==> config.mk <==
export PLATFORM = sky130hd
export DESIGN_NAME = apng_frame_control_decoder_unit_flat
export DESIGN_NICKNAME = d
export VERILOG_FILES = /design/src/rtl/core/fctl_pkg.sv /design/src/rtl/core/fctl_intf.sv /design/src/rtl/core/fctl_front.sv /design/src/rtl/core/fctl_div_cell.sv /design/src/rtl/core/apng_frame_control_decoder_unit.sv /design/src/flat_wrapper.sv
export SDC_FILE = /design/constraint.sdc
export NUM_CORES = 2
export LEC_CHECK = 0
export BUFFER_PORTS_ARGS = -buffer_cell sky130_fd_sc_hd__buf_4
export CAP_MARGIN = 10
export CORE_MARGIN = 10
export CORE_UTILIZATION = 41
export DETAILED_ROUTE_END_ITERATION = 8
export SYNTH_ARGS = -nofsm -noshare
export SYNTH_HDL_FRONTEND = slang
export SYNTH_SLANG_ARGS = --single-unit
==> constraint.sdc <==
create_clock -name clk -period 9.8 [get_ports clk]
set_clock_uncertainty 0.2 [all_clocks]
set_input_delay 1.47 -clock clk [delete_from_list [all_inputs] [get_ports clk]]
set_output_delay 1.47 -clock clk [all_outputs]
set_load 0.02 [all_outputs]
==> src/rtl/core/fctl_pkg.sv <==
// Package for the APNG frame-control decoder: field widths, codes,
// register indexes and the word that travels down the divider chain.
// No dependencies.
package fctl_pkg;

	// Widths of the fields and configuration registers.
	localparam int FIELD_W = 32;
	localparam int DIM_W   = 31;
	localparam int DELAY_W = 16;
	localparam int CODE_W  = 8;
	localparam int RATE_W  = 16;
	localparam int REG_IDX_W = 2;

	// Dividend of the duration division: numerator times ticks plus half
	// the denominator stays below 2^33, so the quotient has 33 bits.
	localparam int DVD_W  = 33;
	localparam int QUOT_W = DVD_W;

	localparam logic [DVD_W-1:0]   TICKS_PER_SEC = 33'd100000;
	localparam logic [DELAY_W-1:0] DEFAULT_DEN   = 16'd100;
	localparam logic [DIM_W-1:0]   DURATION_MAX  = 31'h7FFF_FFFF;
	localparam logic [RATE_W-1:0]  FALLBACK_RESET = 16'd15;

	// Dispose and blend codes.
	localparam logic [CODE_W-1:0] DISPOSE_BACKGROUND = 8'd1;
	localparam logic [CODE_W-1:0] DISPOSE_PREVIOUS   = 8'd2;
	localparam logic [CODE_W-1:0] BLEND_SOURCE       = 8'd0;

	// Status codes.
	localparam logic STATUS_OK  = 1'b0;
	localparam logic STATUS_BAD = 1'b1;

	// Configuration register indexes.
	typedef enum logic [REG_IDX_W-1:0] {
		REG_IMAGE_WIDTH  = 2'd0,
		REG_IMAGE_HEIGHT = 2'd1,
		REG_MAX_RATE     = 2'd2,
		REG_FALLBACK     = 2'd3
	} reg_index_t;

	// Configuration as seen by the front stages.
	typedef struct packed {
		logic [DIM_W-1:0]  image_width;
		logic [DIM_W-1:0]  image_height;
		logic [RATE_W-1:0] max_rate_limit;
		logic [RATE_W-1:0] fallback_rate;
	} cfg_t;

	// Word handed from cell to cell: frame verdict plus division state.
	typedef struct packed {
		logic               status;
		logic               key_frame;
		logic               div_zero;
		logic [DELAY_W-1:0] divisor;
		logic [DELAY_W-1:0] rem;
		logic [DVD_W-1:0]   dvd;
		logic [QUOT_W-1:0]  quot;
	} div_word_t;

endpackage

==> src/rtl/core/fctl_intf.sv <==
// Channel interfaces of the APNG frame-control decoder: the chunk input
// and the result output, each with valid, ready and payload.
// Depends on fctl_pkg.
interface fctl_chunk_if import fctl_pkg::*; ();
	logic                 valid;
	logic                 ready;
	logic [FIELD_W-1:0]   frame_sequence;
	logic [FIELD_W-1:0]   frame_width;
	logic [FIELD_W-1:0]   frame_height;
	logic [FIELD_W-1:0]   offset_x;
	logic [FIELD_W-1:0]   offset_y;
	logic [DELAY_W-1:0]   delay_numerator;
	logic [DELAY_W-1:0]   delay_denominator;
	logic [CODE_W-1:0]    dispose_kind;
	logic [CODE_W-1:0]    blend_kind;

	modport source(
		output valid, frame_sequence, frame_width, frame_height, offset_x, offset_y,
		output delay_numerator, delay_denominator, dispose_kind, blend_kind,
		input  ready
	);
	modport sink(
		input  valid, frame_sequence, frame_width, frame_height, offset_x, offset_y,
		input  delay_numerator, delay_denominator, dispose_kind, blend_kind,
		output ready
	);
endinterface

interface fctl_result_if import fctl_pkg::*; ();
	logic             valid;
	logic             ready;
	logic             status;
	logic             key_frame;
	logic [DIM_W-1:0] duration_ticks;

	modport source(output valid, status, key_frame, duration_ticks, input ready);
	modport sink(input valid, status, key_frame, duration_ticks, output ready);
endinterface

==> src/rtl/core/fctl_front.sv <==
// Front stages of the frame-control decoder: geometry and key-frame verdict,
// rate test and the dividend and divisor of the duration division.
// Depends on fctl_pkg and fctl_chunk_if.
module fctl_front import fctl_pkg::*; (
	input  logic            clk,
	input  logic            arst_n,
	input  cfg_t            cfg,
	fctl_chunk_if.sink      chunk,
	output logic            down_valid,
	output div_word_t       down_word,
	input  logic            down_ready
);

	logic [FIELD_W-1:0] iw32;
	logic [FIELD_W-1:0] ih32;
	logic               full_frame;
	logic               bad_rect;
	logic               key_c;
	logic [DELAY_W-1:0] den_eff;
	logic [RATE_W:0]    lim_p1;

	logic               v_s1;
	logic               invalid_s1;
	logic               key_s1;
	logic               num_zero_s1;
	logic [DELAY_W-1:0] den_s1;
	logic [DVD_W-1:0]   prod_s1;
	logic [DVD_W-1:0]   scaled_s1;

	logic               too_fast;
	logic               use_fallback;
	logic [DELAY_W-1:0] divisor_c;
	logic [DVD_W-1:0]   dividend_c;

	logic               v_s2;
	div_word_t          word_s2;
	logic               ready_s1;
	logic               ready_s2;

	// Each stage takes a word when it is empty or its word moves on.
	assign ready_s2    = !v_s2 || down_ready;
	assign ready_s1    = !v_s1 || ready_s2;
	assign chunk.ready = ready_s1;

	// Geometry: a full frame covers the canvas at offset zero, anything
	// else must be a later frame lying inside the canvas.
	always_comb begin
		iw32 = {1'b0, cfg.image_width};
		ih32 = {1'b0, cfg.image_height};
		full_frame = (chunk.frame_width == iw32) && (chunk.frame_height == ih32) &&
			(chunk.offset_x == '0) && (chunk.offset_y == '0);
		bad_rect = (chunk.frame_sequence == '0) ||
			(chunk.offset_x >= iw32) || (chunk.frame_width > iw32 - chunk.offset_x) ||
			(chunk.offset_y >= ih32) || (chunk.frame_height > ih32 - chunk.offset_y);
		key_c = full_frame && ((chunk.dispose_kind == DISPOSE_BACKGROUND) ||
			((chunk.frame_sequence == '0) && (chunk.dispose_kind == DISPOSE_PREVIOUS)) ||
			(chunk.blend_kind == BLEND_SOURCE));
		den_eff = (chunk.delay_denominator == '0) ? DEFAULT_DEN : chunk.delay_denominator;
		lim_p1  = {1'b0, cfg.max_rate_limit} + {{RATE_W{1'b0}}, 1'b1};
	end

	// First stage: verdict, the rate bound (limit+1)*num and num*ticks.
	always_ff @(posedge clk or negedge arst_n) begin
		if (!arst_n) begin
			v_s1 <= 1'b0;
		end else if (ready_s1) begin
			v_s1 <= chunk.valid;
		end
	end

	always_ff @(posedge clk) begin
		if (ready_s1 && chunk.valid) begin
			invalid_s1  <= !full_frame && bad_rect;
			key_s1      <= key_c;
			num_zero_s1 <= (chunk.delay_numerator == '0);
			den_s1      <= den_eff;
			prod_s1     <= DVD_W'(lim_p1) * DVD_W'(chunk.delay_numerator);
			scaled_s1   <= DVD_W'(chunk.delay_numerator) * TICKS_PER_SEC;
		end
	end

	// The integer quotient den/num exceeds the limit exactly when den >= (limit+1)*num.
	always_comb begin
		too_fast = (cfg.max_rate_limit != '0) && (DVD_W'(den_s1) >= prod_s1);
		use_fallback = num_zero_s1 || too_fast;
		if (use_fallback) begin
			divisor_c  = cfg.fallback_rate;
			dividend_c = TICKS_PER_SEC + DVD_W'(cfg.fallback_rate >> 1);
		end else begin
			divisor_c  = den_s1;
			dividend_c = scaled_s1 + DVD_W'(den_s1 >> 1);
		end
	end

	// Second stage: the first word of the divider chain.
	always_ff @(posedge clk or negedge arst_n) begin
		if (!arst_n) begin
			v_s2 <= 1'b0;
		end else if (ready_s2) begin
			v_s2 <= v_s1;
		end
	end

	always_ff @(posedge clk) begin
		if (ready_s2 && v_s1) begin
			word_s2.status    <= invalid_s1 ? STATUS_BAD : STATUS_OK;
			word_s2.key_frame <= key_s1 && !invalid_s1;
			word_s2.div_zero  <= (divisor_c == '0);
			word_s2.divisor   <= divisor_c;
			word_s2.rem       <= '0;
			word_s2.dvd       <= dividend_c;
			word_s2.quot      <= '0;
		end
	end

	assign down_valid = v_s2;
	assign down_word  = word_s2;

endmodule

==> src/rtl/core/fctl_div_cell.sv <==
// One cell of the restoring divider chain: settles one quotient bit of the
// word it holds and hands the word on to its neighbor.
// Depends on fctl_pkg.
module fctl_div_cell import fctl_pkg::*; (
	input  logic      clk,
	input  logic      arst_n,
	input  logic      up_valid,
	input  div_word_t up_word,
	output logic      up_ready,
	output logic      down_valid,
	output div_word_t down_word,
	input  logic      down_ready
);

	logic [DELAY_W:0] cand;
	logic [DELAY_W:0] diff;
	logic             ge;
	div_word_t        next_word;
	logic             v_q;
	div_word_t        word_q;

	assign up_ready = !v_q || down_ready;

	// Bring down the next dividend bit and subtract when it fits.
	always_comb begin
		cand = {up_word.rem, up_word.dvd[DVD_W-1]};
		diff = cand - {1'b0, up_word.divisor};
		ge   = (cand >= {1'b0, up_word.divisor});
		next_word      = up_word;
		next_word.rem  = ge ? diff[DELAY_W-1:0] : cand[DELAY_W-1:0];
		next_word.dvd  = {up_word.dvd[DVD_W-2:0], 1'b0};
		next_word.quot = {up_word.quot[QUOT_W-2:0], ge};
	end

	always_ff @(posedge clk or negedge arst_n) begin
		if (!arst_n) begin
			v_q <= 1'b0;
		end else if (up_ready) begin
			v_q <= up_valid;
		end
	end

	always_ff @(posedge clk) begin
		if (up_ready && up_valid) begin
			word_q <= next_word;
		end
	end

	assign down_valid = v_q;
	assign down_word  = word_q;

	// The partial remainder always stays below a nonzero divisor.
	assert property (@(posedge clk) disable iff (!arst_n)
		v_q && !word_q.div_zero |-> word_q.rem < word_q.divisor)
		else $error("fctl_div_cell: remainder not below divisor");

endmodule

==> src/rtl/core/apng_frame_control_decoder_unit.sv <==
// APNG frame-control decoder, top level.
// Depends on fctl_pkg, fctl_chunk_if, fctl_result_if, fctl_front, fctl_div_cell.
//
// Usage: the chunk channel carries the parsed fields of one frame-control
// chunk per word; the result channel returns one word per chunk with the
// status, the key-frame flag and the duration in 1/100000 s ticks. Both
// channels move a word at a clock edge where valid and ready are high.
// The canvas size, the rate limit and the fallback rate are set through
// the write port (wr_en, wr_index, wr_data) while no chunk is in flight.
//
// An accepted chunk passes two front stages, one cell per quotient bit
// in a 33-cell divider chain, and the result register. While the
// receiver takes results, the chain takes one word every cycle, so a new
// chunk can be accepted each cycle. When the receiver stalls, the words
// close up behind the result register and the chunk channel drops ready
// only once every stage holds a word. Reset clears all valid bits and
// loads the register reset values; no results are pending afterwards.
module apng_frame_control_decoder_unit import fctl_pkg::*; (
	input  logic                 clk,
	input  logic                 arst_n,
	input  logic                 wr_en,
	input  logic [REG_IDX_W-1:0] wr_index,
	input  logic [DIM_W-1:0]     wr_data,
	fctl_chunk_if.sink           chunk,
	fctl_result_if.source        result
);

	cfg_t      cfg_q;
	logic      link_valid [0:QUOT_W];
	logic      link_ready [0:QUOT_W];
	div_word_t link_word  [0:QUOT_W];

	logic             out_v_q;
	logic             status_q;
	logic             key_q;
	logic [DIM_W-1:0] dur_q;
	logic [DIM_W-1:0] dur_c;
	div_word_t        last_word;

	// Configuration registers.
	always_ff @(posedge clk or negedge arst_n) begin
		if (!arst_n) begin
			cfg_q.image_width    <= '0;
			cfg_q.image_height   <= '0;
			cfg_q.max_rate_limit <= '0;
			cfg_q.fallback_rate  <= FALLBACK_RESET;
		end else if (wr_en) begin
			case (reg_index_t'(wr_index))
				REG_IMAGE_WIDTH:  cfg_q.image_width    <= wr_data;
				REG_IMAGE_HEIGHT: cfg_q.image_height   <= wr_data;
				REG_MAX_RATE:     cfg_q.max_rate_limit <= wr_data[RATE_W-1:0];
				REG_FALLBACK:     cfg_q.fallback_rate  <= wr_data[RATE_W-1:0];
				default: begin
				end
			endcase
		end
	end

	// Verdict and division setup.
	fctl_front u_front (
		.clk        (clk),
		.arst_n     (arst_n),
		.cfg        (cfg_q),
		.chunk      (chunk),
		.down_valid (link_valid[0]),
		.down_word  (link_word[0]),
		.down_ready (link_ready[0])
	);

	// Divider chain, one quotient bit per cell.
	for (genvar i = 0; i < QUOT_W; i++) begin : g_cell
		fctl_div_cell u_cell (
			.clk        (clk),
			.arst_n     (arst_n),
			.up_valid   (link_valid[i]),
			.up_word    (link_word[i]),
			.up_ready   (link_ready[i]),
			.down_valid (link_valid[i+1]),
			.down_word  (link_word[i+1]),
			.down_ready (link_ready[i+1])
		);
	end

	assign link_ready[QUOT_W] = !out_v_q || result.ready;
	assign last_word = link_word[QUOT_W];

	// Saturate the quotient; a zero divisor or a bad frame gives zero.
	always_comb begin
		if (last_word.status == STATUS_BAD || last_word.div_zero) begin
			dur_c = '0;
		end else if (last_word.quot[QUOT_W-1:DIM_W] != '0) begin
			dur_c = DURATION_MAX;
		end else begin
			dur_c = last_word.quot[DIM_W-1:0];
		end
	end

	// Result register.
	always_ff @(posedge clk or negedge arst_n) begin
		if (!arst_n) begin
			out_v_q <= 1'b0;
		end else if (link_ready[QUOT_W]) begin
			out_v_q <= link_valid[QUOT_W];
		end
	end

	always_ff @(posedge clk) begin
		if (link_ready[QUOT_W] && link_valid[QUOT_W]) begin
			status_q <= last_word.status;
			key_q    <= last_word.key_frame;
			dur_q    <= dur_c;
		end
	end

	assign result.valid          = out_v_q;
	assign result.status         = status_q;
	assign result.key_frame      = key_q;
	assign result.duration_ticks = dur_q;

	// A rejected frame carries neither key flag nor duration.
	assert property (@(posedge clk) disable iff (!arst_n)
		result.valid && result.status == STATUS_BAD |->
			!result.key_frame && result.duration_ticks == '0)
		else $error("apng_frame_control_decoder_unit: bad frame with nonzero fields");

	// With the result register empty, no stage can be blocking the input.
	assert property (@(posedge clk) disable iff (!arst_n)
		!result.valid |-> chunk.ready)
		else $error("apng_frame_control_decoder_unit: input stalled with empty output");

	// A key frame is always an accepted frame, also at the chain's end.
	assert property (@(posedge clk) disable iff (!arst_n)
		link_valid[QUOT_W] && last_word.key_frame |-> last_word.status == STATUS_OK)
		else $error("apng_frame_control_decoder_unit: key flag on rejected frame");

endmodule
==> src/flat_wrapper.sv <==
// flat-port wrapper written by rule: the top's interface ports become plain ports
module apng_frame_control_decoder_unit_flat import fctl_pkg::*;
  (clk, arst_n, wr_en, wr_index, wr_data, chunk_valid, chunk_frame_sequence, chunk_frame_width, chunk_frame_height, chunk_offset_x, chunk_offset_y, chunk_delay_numerator, chunk_delay_denominator, chunk_dispose_kind, chunk_blend_kind, chunk_ready, result_valid, result_status, result_key_frame, result_duration_ticks, result_ready);
  fctl_chunk_if chunk_i ();
  fctl_result_if result_i ();
  input  logic clk;
  input  logic arst_n;
  input  logic wr_en;
  input  logic [REG_IDX_W-1:0] wr_index;
  input  logic [DIM_W-1:0] wr_data;
  input wire logic [$bits(chunk_i.valid)-1:0] chunk_valid;
  input wire logic [$bits(chunk_i.frame_sequence)-1:0] chunk_frame_sequence;
  input wire logic [$bits(chunk_i.frame_width)-1:0] chunk_frame_width;
  input wire logic [$bits(chunk_i.frame_height)-1:0] chunk_frame_height;
  input wire logic [$bits(chunk_i.offset_x)-1:0] chunk_offset_x;
  input wire logic [$bits(chunk_i.offset_y)-1:0] chunk_offset_y;
  input wire logic [$bits(chunk_i.delay_numerator)-1:0] chunk_delay_numerator;
  input wire logic [$bits(chunk_i.delay_denominator)-1:0] chunk_delay_denominator;
  input wire logic [$bits(chunk_i.dispose_kind)-1:0] chunk_dispose_kind;
  input wire logic [$bits(chunk_i.blend_kind)-1:0] chunk_blend_kind;
  output wire logic [$bits(chunk_i.ready)-1:0] chunk_ready;
  output wire logic [$bits(result_i.valid)-1:0] result_valid;
  output wire logic [$bits(result_i.status)-1:0] result_status;
  output wire logic [$bits(result_i.key_frame)-1:0] result_key_frame;
  output wire logic [$bits(result_i.duration_ticks)-1:0] result_duration_ticks;
  input wire logic [$bits(result_i.ready)-1:0] result_ready;
  assign chunk_i.valid = chunk_valid;
  assign chunk_i.frame_sequence = chunk_frame_sequence;
  assign chunk_i.frame_width = chunk_frame_width;
  assign chunk_i.frame_height = chunk_frame_height;
  assign chunk_i.offset_x = chunk_offset_x;
  assign chunk_i.offset_y = chunk_offset_y;
  assign chunk_i.delay_numerator = chunk_delay_numerator;
  assign chunk_i.delay_denominator = chunk_delay_denominator;
  assign chunk_i.dispose_kind = chunk_dispose_kind;
  assign chunk_i.blend_kind = chunk_blend_kind;
  assign chunk_ready = chunk_i.ready;
  assign result_valid = result_i.valid;
  assign result_status = result_i.status;
  assign result_key_frame = result_i.key_frame;
  assign result_duration_ticks = result_i.duration_ticks;
  assign result_i.ready = result_ready;
  apng_frame_control_decoder_unit u_core (.clk(clk), .arst_n(arst_n), .wr_en(wr_en), .wr_index(wr_index), .wr_data(wr_data), .chunk(chunk_i), .result(result_i));
endmodule
==> impl_metrics.tcl <==
set metrics [dict create \
    ys_ff_latch 2352 \
    crit_path_max_fanout 6 \
    crit-reg2reg-launch "u_core.cfg_q[18]" \
    p_seq_frac 0.326 \
    swShare 0.3780 \
    fin_crit_ps 8267 \
    io_buffers 280 \
    clockBufferDepth 4 \
    synth_common_cells "2,222 x edfxtp_1, 1,184 x inv_1, 883 x ha_1" \
    power.density_mw_per_mm2 344.5 \
    grt_usage 0.1813 \
    hold_violations 0 \
    tightest_slew_ps 1217 \
    vias 75210 \
    startpoint_type "flip-flop" \
    pin_count 281 \
    rsz0062_at_grt "false" \
    cts.repair.resized 0 \
    syn_nets 11040 \
    die_h_um 567.7 \
    hold_buffers 0 \
    antenna_found_initial 10 \
    outcome "complete, no violations" \
    synth_most_common_cell "edfxtp_1" \
    start_util 0.4110 \
    grt_pass1_wl_um 461800 \
    hpwl_um 231000 \
    final_antenna_net_count 0 \
    power_frac_comb 0.474 \
    fmax_mhz 121.0 \
    viasPerCell 5.289 \
    cts_tree "done" \
    cts_num_sinks 2352 \
    fin_setup_tns_ps 0 \
    cp.required_ps 10340 \
    power_leakage_nw 55.95 \
    cp.arrival_ps 8810 \
    dp_slack_ps 1423 \
    insertion_delay_ps 910 \
    path_class "flip-flop to flip-flop" \
    grt_max_degree 74 \
    synth_area_leaders "edfxtp_1 54%, ha_1 9.0%, fa_1 4.7%" \
    h-tree-depth 4 \
    core_area_mm2 0.2993 \
    switchingPower_mw 18.03 \
    die_x_um 567.7 \
    avgRoutedWirePerCell_um 21.21 \
    drv_cap 0 \
    layout.nets 11460 \
    timing.final.ws_setup_ps 1533 \
    power.total_mw 47.69 \
    finalWirelength_um 301600 \
    drt_iter0_drc 5160 \
    cts_buffers 245 \
    synth_seq_area_share 0.5690 \
    drtPass1Iterations 5 \
    yosysWarnings 0 \
    drive_gt1_frac 0.08750 \
    synth_top_cell_area_share 0.5425 \
    synth-edff-count 2222 \
    slew_headroom 0.1844 \
    place_congestion 0.9310 \
    dieArea_mm2 0.3223 \
    crit_start "u_core.cfg_q[18]" \
    period_share 0.8435 \
    async_flop_share 0.05527 \
    root_buffer "clkbuf_16" \
    p_clk_frac 0.200 \
    yosys.area.top_type "edfxtp_1" \
    syn_avg_cell_area_um2 12.78 \
    drv_slew 0 \
    clk_pin_slew_ps 60 \
    end_kind "flip-flop" \
    finish.utilization 0.4625 \
    synth_flop_cell "edfxtp_1" \
    grt-ovfl-total 0 \
    worstHoldStart "u_core.g_cell[14].u_cell.down_word[12]" \
    syn_inst 9626 \
    setup_viol 0 \
    remaining_drc_errors 0 \
    grt_pass1_vias 77210 \
    rrSetupSlack_ps 1530 \
    hold_class "flip-flop to flip-flop" \
    placementRows 201 \
    syn-cell-area_mm2 0.1230 \
    peakVddDrop_uv 653.2 \
    postCtsSetupBuffers 0 \
    p_int_mw 29.66 \
    synth_cell_types 85 \
    syn_to_final_growth_pct 12.55 \
]
## final cells by class
cell class                      count  area, um2
Tap cell                         3958       4952
Timing Repair Buffer              344       2594
Antenna cell                        9      22.52
Clock inverter                    154       1774
Sequential cell                  2352      69980
Multi-Input combinational cell   5889      48020
Fill cell                       26650     160800
Clock buffer                      302       6535
Inverter                         1211       4546
## worst max-delay path, cell delays in order, from the launching register on
cell	delay, ps
dfrtp_1	470
and3_1	230
and4_1	260
nand2_1	120
xnor2_1	690
nand2_1	180
fa_1	560
inv_1	50
fa_1	470
inv_1	50
fa_1	490
inv_1	50
fa_1	490
inv_1	70
fa_1	540
inv_1	60
fa_1	480
ha_1	380
a21oi_1	160
nor2b_1	60
a311o_1	440
o31ai_4	350
a211oi_1	160
o32a_1	410
a21oi_2	210
or3b_1	370
o211ai_1	110
## registers in the layout, summed over array words and instances, names as in the netlist
signal / cells
u_core.u_front.down_valid: 1
u_core.result.duration_ticks: 31
u_core.result.valid: 1
u_core.u_front.den_s1: 16
u_core.g_cell.u_cell.down_word: 2062
u_core.u_front.num_zero_s1: 1
u_core.result.status: 1
u_core.u_front.key_s1: 1
u_core.cfg_q: 94
u_core.u_front.invalid_s1: 1
u_core.result.key_frame: 1
u_core.u_front.down_word: 47
u_core.g_cell.u_cell.down_valid: 33
u_core.u_front.scaled_s1: 28
u_core.u_front.v_s1: 1
u_core.u_front.prod_s1: 33
## layer usage
metal	GRT usage	vias to the layer above	wire, um
li1	-	35850	-
met1	0.2265	37390	127500
met2	0.3264	1526	153100
met3	0.02460	445	11440
met4	0.05446	4	9584
met5	0	-	24
## metrics by stage
step / hold slack (ps) / std cells / cell area (um2)
global route: 179.4 / 14220 / 138400
CTS: 184.4 / 14210 / 138400
finish: 180.0 / 14220 / 138400
detailed placement: 204.5 / 13750 / 130100
global placement: 200.5 / 13750 / 130100
floorplan: 200.3 / 9626 / 123000
## placed cells by master, fill, tap and decap left out, types with 213 or more instances in the layout
cell / instances
nor3_1: 213
edfxtp_1: 2222
mux2_1: 379
clkbuf_16: 245
xnor2_1: 256
fa_1: 286
inv_1: 1184
nand2_1: 530
nor2_1: 386
a21oi_1: 352
ha_1: 883
buf_4: 342
## power groups by stage
stage	clock network, mW	logic (mW)	registers, mW
4_1_cts	9.81	22.7	15.6
3_3_place_gp	0	22.2	15.7
3_5_place_dp	0	22.5	15.8
6_report	9.54	22.6	15.5
5_1_grt	10.2	25.5	15.7
2_1_floorplan	0	17.3	15.2
## worst paths after layout
kind                                                     endpoint  depth (start not counted)
hold reg to reg            u_core.g_cell[15].u_cell.down_word[13]                          0
hold / removal             u_core.g_cell[15].u_cell.down_word[13]                          0
setup / recovery                       u_core.u_front.prod_s1[29]                         26
setup reg to reg                       u_core.u_front.prod_s1[29]                         26
max in group asynchronous                         u_core.cfg_q[8]                          2
min in group asynchronous                        u_core.cfg_q[90]                          1
## kinds of logic (layout without fill, tap and decap cells)
family / after synthesis / in the layout / synth area share
other cells: 0 / 9 / 0
flops: 2352 / 2352 / 0.5690
fa+ha+maj: 1169 / 1169 / 0.1364
simple gates: 2314 / 2314 / 0.09639
buf+inv: 1385 / 2011 / 0.04256
mux: 528 / 528 / 0.04751
compound gates: 1421 / 1421 / 0.07560
xor+xnor: 457 / 457 / 0.03254
(Power assumes the default switching activity.)
